==> src/rtl/core/hrcf_pkg.sv <==
`default_nettype none

package hrcf_pkg;

  // Field widths
  localparam int unsigned ByteW    = 8;
  localparam int unsigned HdrLimW  = 16;
  localparam int unsigned BodyLimW = 24;
  localparam int unsigned LenW     = 25;
  localparam int unsigned HdrCntW  = 17;
  localparam int unsigned CfgDataW = 24;

  // Length name, matched without regard to case
  localparam int unsigned NameLen = 15;
  localparam int unsigned NameIdxW = 4;
  localparam logic [NameLen*ByteW-1:0] NameStr = "content-length:";

  // Saturation values
  localparam logic [LenW-1:0]    LenSat     = 25'd16777216;
  localparam logic [HdrCntW-1:0] HdrCntMax  = '1;
  localparam logic [LenW-1:0]    BodyCntMax = '1;

  // Configuration register indexes
  localparam logic CfgHeaderLimit = 1'b0;
  localparam logic CfgBodyLimit   = 1'b1;

  // Result status codes
  localparam logic [1:0] StatIncomplete = 2'd0;
  localparam logic [1:0] StatComplete   = 2'd1;
  localparam logic [1:0] StatHdrBig     = 2'd2;
  localparam logic [1:0] StatBodyBig    = 2'd3;

  // Characters
  localparam logic [ByteW-1:0] ChCr    = 8'h0d;
  localparam logic [ByteW-1:0] ChLf    = 8'h0a;
  localparam logic [ByteW-1:0] ChSpace = 8'h20;
  localparam logic [ByteW-1:0] ChTab   = 8'h09;
  localparam logic [ByteW-1:0] ChZero  = 8'h30;
  localparam logic [ByteW-1:0] ChNine  = 8'h39;
  localparam logic [ByteW-1:0] ChUpA   = 8'h41;
  localparam logic [ByteW-1:0] ChUpZ   = 8'h5a;

  typedef struct packed {
    logic [ByteW-1:0] data_byte;
    logic             first_byte;
  } req_t;

  typedef struct packed {
    logic [1:0]      status;
    logic [LenW-1:0] declared_length;
  } rsp_t;

  // Classified byte passed from front to back; name_hit has a spare top bit
  typedef struct packed {
    logic             first;
    logic [NameLen:0] name_hit;
    logic             is_cr;
    logic             is_lf;
    logic             is_blank;
    logic             is_digit;
    logic [3:0]       digit;
  } byte_class_t;

  function automatic logic [ByteW-1:0] name_char(input logic [NameIdxW-1:0] k);
    logic [NameLen*ByteW-1:0] sh;
    sh = NameStr >> ((NameLen - 1 - 32'(k)) * ByteW);
    return sh[ByteW-1:0];
  endfunction

endpackage

`default_nettype wire

==> src/rtl/core/hrcf_front.sv <==
`default_nettype none

module hrcf_front (
  input  wire logic                 clk_i,
  input  wire logic                 rst_ni,
  input  wire logic                 in_valid_i,
  output logic                      in_ready_o,
  input  wire hrcf_pkg::req_t       in_data_i,
  output logic                      push_o,
  output hrcf_pkg::byte_class_t     push_data_o,
  input  wire logic                 full_i
);
  import hrcf_pkg::*;

  logic          valid_q;
  byte_class_t   cls_q;
  byte_class_t   cls_d;
  logic [ByteW-1:0] lower;

  // Classify the incoming byte
  always_comb begin
    lower = in_data_i.data_byte;
    if (in_data_i.data_byte >= ChUpA && in_data_i.data_byte <= ChUpZ) begin
      lower = in_data_i.data_byte + 8'd32;
    end
    cls_d.first    = in_data_i.first_byte;
    cls_d.is_cr    = (in_data_i.data_byte == ChCr);
    cls_d.is_lf    = (in_data_i.data_byte == ChLf);
    cls_d.is_blank = (in_data_i.data_byte == ChSpace) || (in_data_i.data_byte == ChTab);
    cls_d.is_digit = (in_data_i.data_byte >= ChZero) && (in_data_i.data_byte <= ChNine);
    cls_d.digit    = 4'(in_data_i.data_byte - ChZero);
    cls_d.name_hit = '0;
    for (int k = 0; k < NameLen; k++) begin
      cls_d.name_hit[k] = (lower == name_char(NameIdxW'(k)));
    end
  end

  assign push_o      = valid_q && !full_i;
  assign push_data_o = cls_q;
  assign in_ready_o  = !valid_q || !full_i;

  // Hold the classified byte until the queue takes it
  always_ff @(posedge clk_i or negedge rst_ni) begin
    if (!rst_ni) begin
      valid_q <= 1'b0;
    end else if (in_ready_o) begin
      valid_q <= in_valid_i;
    end
  end

  always_ff @(posedge clk_i) begin
    if (in_valid_i && in_ready_o) begin
      cls_q <= cls_d;
    end
  end

endmodule

`default_nettype wire

==> src/rtl/core/hrcf_queue.sv <==
`default_nettype none

module hrcf_queue (
  input  wire logic                  clk_i,
  input  wire logic                  rst_ni,
  input  wire logic                  push_i,
  input  wire hrcf_pkg::byte_class_t push_data_i,
  output logic                       full_o,
  input  wire logic                  pop_i,
  output logic                       empty_o,
  output hrcf_pkg::byte_class_t      pop_data_o
);
  import hrcf_pkg::*;

  byte_class_t mem_q [2];
  logic        wr_ptr_q;
  logic        rd_ptr_q;
  logic [1:0]  cnt_q;

  assign full_o     = (cnt_q == 2'd2);
  assign empty_o    = (cnt_q == 2'd0);
  assign pop_data_o = mem_q[rd_ptr_q];

  // Advance pointers and count
  always_ff @(posedge clk_i or negedge rst_ni) begin
    if (!rst_ni) begin
      wr_ptr_q <= 1'b0;
      rd_ptr_q <= 1'b0;
      cnt_q    <= 2'd0;
    end else begin
      if (push_i) begin
        wr_ptr_q <= !wr_ptr_q;
      end
      if (pop_i) begin
        rd_ptr_q <= !rd_ptr_q;
      end
      if (push_i && !pop_i) begin
        cnt_q <= cnt_q + 2'd1;
      end else if (pop_i && !push_i) begin
        cnt_q <= cnt_q - 2'd1;
      end
    end
  end

  // Store entries
  always_ff @(posedge clk_i) begin
    if (push_i) begin
      mem_q[wr_ptr_q] <= push_data_i;
    end
  end

`ifndef NO_ASSERTIONS
  a_no_overflow: assert property (@(posedge clk_i) disable iff (!rst_ni)
    !(push_i && full_o))
    else $error("queue push while full");
  a_no_underflow: assert property (@(posedge clk_i) disable iff (!rst_ni)
    !(pop_i && empty_o))
    else $error("queue pop while empty");
`endif

endmodule

`default_nettype wire

==> src/rtl/core/hrcf_back.sv <==
`default_nettype none

module hrcf_back (
  input  wire logic                  clk_i,
  input  wire logic                  rst_ni,
  input  wire logic                  empty_i,
  input  wire hrcf_pkg::byte_class_t item_i,
  output logic                       pop_o,
  input  wire logic [hrcf_pkg::HdrLimW-1:0]  hdr_limit_i,
  input  wire logic [hrcf_pkg::BodyLimW-1:0] body_limit_i,
  output logic                       out_valid_o,
  input  wire logic                  out_ready_i,
  output hrcf_pkg::rsp_t             out_data_o
);
  import hrcf_pkg::*;

  // Request phase
  localparam logic [2:0] PhHeader  = 3'd0;
  localparam logic [2:0] PhBody    = 3'd1;
  localparam logic [2:0] PhDone    = 3'd2;
  localparam logic [2:0] PhHdrBig  = 3'd3;
  localparam logic [2:0] PhBodyBig = 3'd4;

  // Length field progress
  localparam logic [1:0] LfSearch = 2'd0;
  localparam logic [1:0] LfBlanks = 2'd1;
  localparam logic [1:0] LfDigits = 2'd2;
  localparam logic [1:0] LfEnded  = 2'd3;

  logic [2:0]          ph_q, ph_d;
  logic [1:0]          blm_q, blm_d;
  logic [NameIdxW-1:0] nmi_q, nmi_d;
  logic [1:0]          lfs_q, lfs_d;
  logic [LenW-1:0]     acc_q, acc_d;
  logic [HdrCntW-1:0]  hcnt_q, hcnt_d;
  logic [LenW-1:0]     bcnt_q, bcnt_d;
  logic                out_valid_q;
  rsp_t                out_q, out_d;

  assign pop_o       = !empty_i && (!out_valid_q || out_ready_i);
  assign out_valid_o = out_valid_q;
  assign out_data_o  = out_q;

  // Step the framer by one byte
  always_comb begin
    logic [2:0]          ph;
    logic [1:0]          blm;
    logic [NameIdxW-1:0] nmi;
    logic [1:0]          lfs;
    logic [LenW-1:0]     acc;
    logic [HdrCntW-1:0]  hcnt;
    logic [LenW-1:0]     bcnt;
    logic [NameIdxW:0]   nmi_w;
    logic [2:0]          m;
    logic                term;
    logic [LenW+2:0]     prod;
    logic [1:0]          st;

    // Start from cleared state on the first byte of a request
    ph   = item_i.first ? PhHeader : ph_q;
    blm  = item_i.first ? 2'd0 : blm_q;
    nmi  = item_i.first ? '0 : nmi_q;
    lfs  = item_i.first ? LfSearch : lfs_q;
    acc  = item_i.first ? '0 : acc_q;
    hcnt = item_i.first ? '0 : hcnt_q;
    bcnt = item_i.first ? '0 : bcnt_q;
    nmi_w = '0;
    m     = '0;
    term  = 1'b0;
    prod  = '0;

    if (ph == PhHeader) begin
      if (hcnt < HdrCntMax) begin
        hcnt = hcnt + HdrCntW'(1);
      end

      // Track the length field
      case (lfs)
        LfSearch: begin
          if (32'(nmi) < NameLen && item_i.name_hit[nmi]) begin
            nmi_w = {1'b0, nmi} + (NameIdxW+1)'(1);
          end else begin
            nmi_w = item_i.name_hit[0] ? (NameIdxW+1)'(1) : '0;
          end
          if (32'(nmi_w) >= NameLen) begin
            nmi = '0;
            lfs = LfBlanks;
          end else begin
            nmi = nmi_w[NameIdxW-1:0];
          end
        end
        LfBlanks: begin
          if (!item_i.is_blank) begin
            if (item_i.is_digit) begin
              acc = LenW'(item_i.digit);
              lfs = LfDigits;
            end else begin
              acc = '0;
              lfs = LfEnded;
            end
          end
        end
        LfDigits: begin
          if (item_i.is_digit) begin
            prod = {acc, 3'b000} + {2'b00, acc, 1'b0} + (LenW+3)'(item_i.digit);
            acc  = (prod > (LenW+3)'(LenSat)) ? LenSat : prod[LenW-1:0];
          end else begin
            lfs = LfEnded;
          end
        end
        default: begin
        end
      endcase

      // Match the blank line that ends the header
      if ((blm == 2'd0 || blm == 2'd2) && item_i.is_cr) begin
        m = {1'b0, blm} + 3'd1;
      end else if ((blm == 2'd1 || blm == 2'd3) && item_i.is_lf) begin
        m = {1'b0, blm} + 3'd1;
      end else begin
        m = item_i.is_cr ? 3'd1 : 3'd0;
      end
      term = (m == 3'd4);
      blm  = term ? 2'd0 : m[1:0];

      // Decide the phase
      if (term) begin
        if ((hcnt - HdrCntW'(4)) > HdrCntW'(hdr_limit_i)) begin
          ph = PhHdrBig;
        end else if (acc > LenW'(body_limit_i)) begin
          ph = PhBodyBig;
        end else if (acc == '0) begin
          ph = PhDone;
        end else begin
          ph = PhBody;
        end
      end else if (hcnt > HdrCntW'(hdr_limit_i)) begin
        ph = PhHdrBig;
      end
    end else if (ph == PhBody) begin
      if (bcnt < BodyCntMax) begin
        bcnt = bcnt + LenW'(1);
      end
      if (bcnt >= acc) begin
        ph = PhDone;
      end
    end

    case (ph)
      PhDone:    st = StatComplete;
      PhHdrBig:  st = StatHdrBig;
      PhBodyBig: st = StatBodyBig;
      default:   st = StatIncomplete;
    endcase

    ph_d   = ph;
    blm_d  = blm;
    nmi_d  = nmi;
    lfs_d  = lfs;
    acc_d  = acc;
    hcnt_d = hcnt;
    bcnt_d = bcnt;
    out_d.status          = st;
    out_d.declared_length = acc;
  end

  // Update state on each consumed byte
  always_ff @(posedge clk_i or negedge rst_ni) begin
    if (!rst_ni) begin
      ph_q   <= PhHeader;
      blm_q  <= 2'd0;
      nmi_q  <= '0;
      lfs_q  <= LfSearch;
      acc_q  <= '0;
      hcnt_q <= '0;
      bcnt_q <= '0;
    end else if (pop_o) begin
      ph_q   <= ph_d;
      blm_q  <= blm_d;
      nmi_q  <= nmi_d;
      lfs_q  <= lfs_d;
      acc_q  <= acc_d;
      hcnt_q <= hcnt_d;
      bcnt_q <= bcnt_d;
    end
  end

  // Hold the result until taken
  always_ff @(posedge clk_i or negedge rst_ni) begin
    if (!rst_ni) begin
      out_valid_q <= 1'b0;
    end else if (pop_o) begin
      out_valid_q <= 1'b1;
    end else if (out_ready_i) begin
      out_valid_q <= 1'b0;
    end
  end

  always_ff @(posedge clk_i) begin
    if (pop_o) begin
      out_q <= out_d;
    end
  end

`ifndef NO_ASSERTIONS
  a_name_idx_range: assert property (@(posedge clk_i) disable iff (!rst_ni)
    32'(nmi_q) < NameLen)
    else $error("name match index out of range");
  a_body_nonzero: assert property (@(posedge clk_i) disable iff (!rst_ni)
    (ph_q == PhBody) |-> (acc_q != '0) && (bcnt_q < acc_q))
    else $error("body phase with finished or empty length");
  a_reject_holds: assert property (@(posedge clk_i) disable iff (!rst_ni)
    (pop_o && !item_i.first && (ph_q == PhHdrBig || ph_q == PhBodyBig))
      |=> $stable(ph_q))
    else $error("rejected request left its phase without a new request");
`endif

endmodule

`default_nettype wire

==> src/rtl/core/http_request_completion_framer_unit.sv <==
`default_nettype none

// Request framer: takes request bytes and returns one result per byte with
// the status (incomplete, complete, header too large, body too large) and the
// content length parsed so far. A byte marked first_byte starts a new request.
// Bytes are accepted at one per cycle sustained while out_ready holds; each
// result passes through the input classify register, a two-entry queue and the
// framer state update into the output register. Input and output stall
// independently through the queue. The user must write header_limit and
// body_limit via the cfg port while no request is in flight; not enforced.
module http_request_completion_framer_unit (
  input  wire logic                            clk_i,
  input  wire logic                            rst_ni,
  input  wire logic                            in_valid_i,
  output logic                                 in_ready_o,
  input  wire hrcf_pkg::req_t                  in_data_i,
  output logic                                 out_valid_o,
  input  wire logic                            out_ready_i,
  output hrcf_pkg::rsp_t                       out_data_o,
  input  wire logic                            cfg_we_i,
  input  wire logic                            cfg_index_i,
  input  wire logic [hrcf_pkg::CfgDataW-1:0]   cfg_data_i
);
  import hrcf_pkg::*;

  logic [HdrLimW-1:0]  hdr_limit_q;
  logic [BodyLimW-1:0] body_limit_q;
  logic                push;
  byte_class_t         push_data;
  logic                full;
  logic                pop;
  logic                empty;
  byte_class_t         pop_data;

  // Write configuration registers
  always_ff @(posedge clk_i or negedge rst_ni) begin
    if (!rst_ni) begin
      hdr_limit_q  <= 16'd8192;
      body_limit_q <= 24'd1048576;
    end else if (cfg_we_i) begin
      case (cfg_index_i)
        CfgHeaderLimit: hdr_limit_q  <= cfg_data_i[HdrLimW-1:0];
        CfgBodyLimit:   body_limit_q <= cfg_data_i[BodyLimW-1:0];
        default: begin
        end
      endcase
    end
  end

  hrcf_front u_front (
    .clk_i       (clk_i),
    .rst_ni      (rst_ni),
    .in_valid_i  (in_valid_i),
    .in_ready_o  (in_ready_o),
    .in_data_i   (in_data_i),
    .push_o      (push),
    .push_data_o (push_data),
    .full_i      (full)
  );

  hrcf_queue u_queue (
    .clk_i       (clk_i),
    .rst_ni      (rst_ni),
    .push_i      (push),
    .push_data_i (push_data),
    .full_o      (full),
    .pop_i       (pop),
    .empty_o     (empty),
    .pop_data_o  (pop_data)
  );

  hrcf_back u_back (
    .clk_i        (clk_i),
    .rst_ni       (rst_ni),
    .empty_i      (empty),
    .item_i       (pop_data),
    .pop_o        (pop),
    .hdr_limit_i  (hdr_limit_q),
    .body_limit_i (body_limit_q),
    .out_valid_o  (out_valid_o),
    .out_ready_i  (out_ready_i),
    .out_data_o   (out_data_o)
  );

endmodule

`default_nettype wire
==> config.mk <==
export PLATFORM = sky130hd
export DESIGN_NAME = http_request_completion_framer_unit
export DESIGN_NICKNAME = d
export VERILOG_FILES = /design/src/rtl/core/hrcf_pkg.sv /design/src/rtl/core/hrcf_front.sv /design/src/rtl/core/hrcf_queue.sv /design/src/rtl/core/hrcf_back.sv /design/src/rtl/core/http_request_completion_framer_unit.sv
export SDC_FILE = /design/constraint.sdc
export NUM_CORES = 1
export LEC_CHECK = 0
export BUFFER_PORTS_ARGS = -buffer_cell sky130_fd_sc_hd__buf_2
export CORE_MARGIN = 2
export CORE_UTILIZATION = 43
export DETAILED_ROUTE_END_ITERATION = 10
export PLACE_DENSITY = 0.69
export SLEW_MARGIN = 10
export SYNTH_ARGS = -nofsm -noshare
export SYNTH_HDL_FRONTEND = slang
export SYNTH_SLANG_ARGS = --single-unit
==> constraint.sdc <==
create_clock -name clk_i -period 10.36 [get_ports clk_i]
set_clock_uncertainty 0.1 [all_clocks]
set_input_delay 1.554 -clock clk_i [delete_from_list [all_inputs] [get_ports clk_i]]
set_output_delay 1.554 -clock clk_i [all_outputs]
set_load 0.02 [all_outputs]
==> run summary <==
CTS H-tree lvls: 1
CP endpoint kind: register
nets: 1791
critical path type: reg -> reg
multiplexer area fraction after synthesis: 7.44%
Max-slew headroom: 32.2%
CTS tree: built
Finished Core Util: 48.0%
Leakage: 7.44 nW
asr flop ratio synth: 59.6%
EDFF count, synth: 84
Tcrit/Tclk final: 78.4%
antenna viol nets, final: 0
layout cells sized above 1: 14.3%
drt first-iter violations: 1012
port buffer count: 67
wire per inst: 18.8 um
clock root cell: clkbuf_16
biggest area consumer among synthesized cells: dfrtp_1
final WL: 39100 um
ant diodes: 0
CP required: 10.55 ns
CTS clk-pin slew, worst paths: 0.07 ns
clock share of power: 27.4%
top cell type's share of synthesized area: 20.6%
Area after DPL: 15600 um2
sequential element share of the synthesized area: 37.9%
Simple-Gate Fraction of Synth Area: 17.5%
Worst path max stage delay: 0.71 ns
via count: 12.0k
combinational fraction of design power: 38.1%
first-pass GRT wire length: 62900 um
RSZ-0062 raised after global routing: false
Tot Pwr: 0.00328 W
final RePlAce weighted congestion: 0.996
Post-Synth XOR/XNOR Area: 5.20%
complex-gate fraction of the synthesized area: 15.8%
Area growth syn-to-layout: 10.9%
Power Density: 200 nW/um2
CORE AREA: 34300 um2
GRT overflow: 0
drt drc: 0
via count of the first global-routing pass: 11.7k
cell row count: 68
Post-synth top flop: dfrtp_1
Max Cap Viol: 0
count of pins over their slew limit: 0
CP max FO: 27
placed cell count: 2040
Mapped Nets: 1745
worst-skew pair later-pin latency: 0.54 ns
Ys Warns: 0
largest net degree at the start of global routing: 66
I/O pin cnt: 68
Final Instance Count excl. Fillers: 2084
Setup Viol. Count Final: 0
CP arrival: 8.32 ns
status: complete, no violations
Adder-Cell Fraction of Synth Area: 11.9%
CTS Hold Buffers Added: 0
post-DR vias/cell: 5.77
Crit-path slowest cell: mux2i_4
sequential power share: 34.6%
worst slew pin tran: 1.01 ns
Die Area: 36000 um2
Peak supply drop: 0.000174 V
Period minus WS final: 8.13 ns
design area: 16400 um2
hpwl dp: 30300 um
synthesized area: 14800 um2
count of state elements after synthesis: 208
setup TNS: 0 ns
Max Root-Sink Buffers: 3
antenna violations before repair: 0
largest family of logic cells by synthesized area: simple AND/OR/NAND/NOR gates
synthesized area per cell: 9.48 um2
CP dominant cell by count: ha_1
internal cell power: 0.00203 W
Die Y: 190 um
library cells used by synthesis: 91
Fmax: 0.123 GHz
post-CTS setup buffers: 0
GRT Util Overall: 21.9%
Resized Gates After CTS: 0
Initial Util: 43.3%
crit start category: register
Net Sw Power: 0.00125 W
Final Hold Fails: 0
largest cells by area after synthesis: dfrtp_1, edfxtp_1, ha_1
CTS sink cnt: 208
worst hold path type: reg -> reg
die width: 190 um
Mapped Cells: 1565
TritonRoute pass-1 iters: 5
sw frac: 38.2%
CTS Buf Count: 24
-- worst max-delay path: cells and delay by family, from the launching register on --
family          cells  cell delay (ns)
fa+ha+maj           3             0.80
compound gates     14             3.16
flops               1             0.46
mux                 1             0.71
simple gates        8             2.20
xor+xnor            2             0.44
-- stage by stage --
step / hold WS [ns] / setup slack, ns
floorplan: 0.321 / 2.72
global placement: 0.325 / 2.66
detailed placement: 0.333 / 2.45
CTS: 0.347 / 2.42
global route: 0.353 / 1.84
finish: 0.344 / 2.23
-- per-layer routing --
metal / share of wire (%) / track usage, % / vias up
met1: 44 / 29.2 / 5759
met2: 47 / 36.7 / 400
li1: - / - / 5785
met4: 3.5 / 7.48 / 0
met5: 0 / 0 / -
met3: 5.5 / 2.77 / 80
-- kinds of logic after synthesis --
logic type	after synthesis
AND/OR/NAND/NOR	533
multiplexers	91
adder cells (fa/ha/maj)	141
flip-flops	208
buffers and inverters	161
XOR/XNOR	88
AO/OA/AOI/OAI	343
-- state kept, by name, indices dropped and copies added, names as in the netlist --
name and count:
hdr_limit_q 16, body_limit_q 24, u_queue.cnt_q 2, u_queue.rd_ptr_q 1, u_front.valid_q 1, u_back.lfs_q 2
u_back.blm_q 2, u_back.nmi_q 4, u_back.out_data_o 27, u_back.bcnt_q 25, u_queue.wr_ptr_q 1, u_back.ph_q 3
u_back.acc_q 25, u_back.hcnt_q 17, u_front.push_data_o 19, u_queue.mem_q 38, u_back.out_valid_o 1
-- synth_stat cells (14+ instances only) --
cell type / number
nand4_1: 26
edfxtp_1: 84
nand3_1: 44
xor2_1: 40
a21o_1: 23
nor2_1: 95
nand2b_1: 15
nand2_1: 208
nor3_1: 30
xnor2_1: 48
dfrtp_1: 122
clkbuf_1: 50
nor4_1: 17
and2_1: 14
inv_1: 102
ha_1: 140
mux2_2: 59
and3_1: 18
o21ai_0: 76
a21oi_1: 87
-- worst paths after layout --
| check | endpoint | slack, ns | start | cells past startpoint |
|---|---|---|---|---|
| max in group asynchronous | u_back.acc_q[18] | 7.95 | rst_ni | 2 |
| min in group asynchronous | u_back.hcnt_q[5] | 0.90 | rst_ni | 1 |
| min reg2reg | u_queue.mem_q[1][19] | 0.34 | u_front.push_data_o[19] | 0 |
| min | u_queue.mem_q[1][19] | 0.34 | u_front.push_data_o[19] | 0 |
| max reg2reg | u_back.out_data_o[25] | 2.23 | u_queue.mem_q[0][23] | 28 |
| max | u_back.out_data_o[25] | 2.23 | u_queue.mem_q[0][23] | 28 |
-- layout make-up --
cell class | instances | area (um2)
Timing Repair Buffer | 78 | 424
Tap cell | 455 | 569
Fill cell | 3188 | 17800
Clock inverter | 17 | 215
Multi-Input combinational cell | 1196 | 8600
Clock buffer | 27 | 622
Sequential cell | 208 | 5630
Inverter | 103 | 387
-- cells in the final DEF (no fill, tap or decap), types with 8 or more instances in the layout --
master / instances
mux2i_1: 13
and2_1: 14
nor4_1: 17
nand2b_1: 15
nand3_1: 44
nor3_1: 30
and4_1: 9
inv_1: 102
a31oi_1: 13
a21oi_1: 85
nand4_1: 26
xnor2_1: 48
o22ai_1: 13
o21a_1: 12
edfxtp_1: 84
buf_4: 11
and3_1: 18
o21bai_1: 8
o211ai_1: 11
o2bb2ai_2: 9
dfrtp_1: 122
nand2_1: 208
o31ai_1: 8
a211oi_1: 9
ha_1: 140
nor2_1: 95
a21o_1: 23
o21ai_0: 76
a22o_1: 8
buf_2: 66
clkbuf_16: 24
xor2_1: 40
o21ai_1: 9
nor2b_1: 12
mux2_2: 59
-- power groups by stage --
stage                     sequential, W  clock (W)  combinational [W]
after floorplan                 0.00117          0           0.000864
after global placement          0.00114          0            0.00122
after detailed placement        0.00115          0            0.00124
after CTS                       0.00114   0.000914            0.00125
after global routing            0.00115   0.000952            0.00138
final                           0.00114   0.000898            0.00125
No activity file was read; power rests on OpenSTA's default activity.
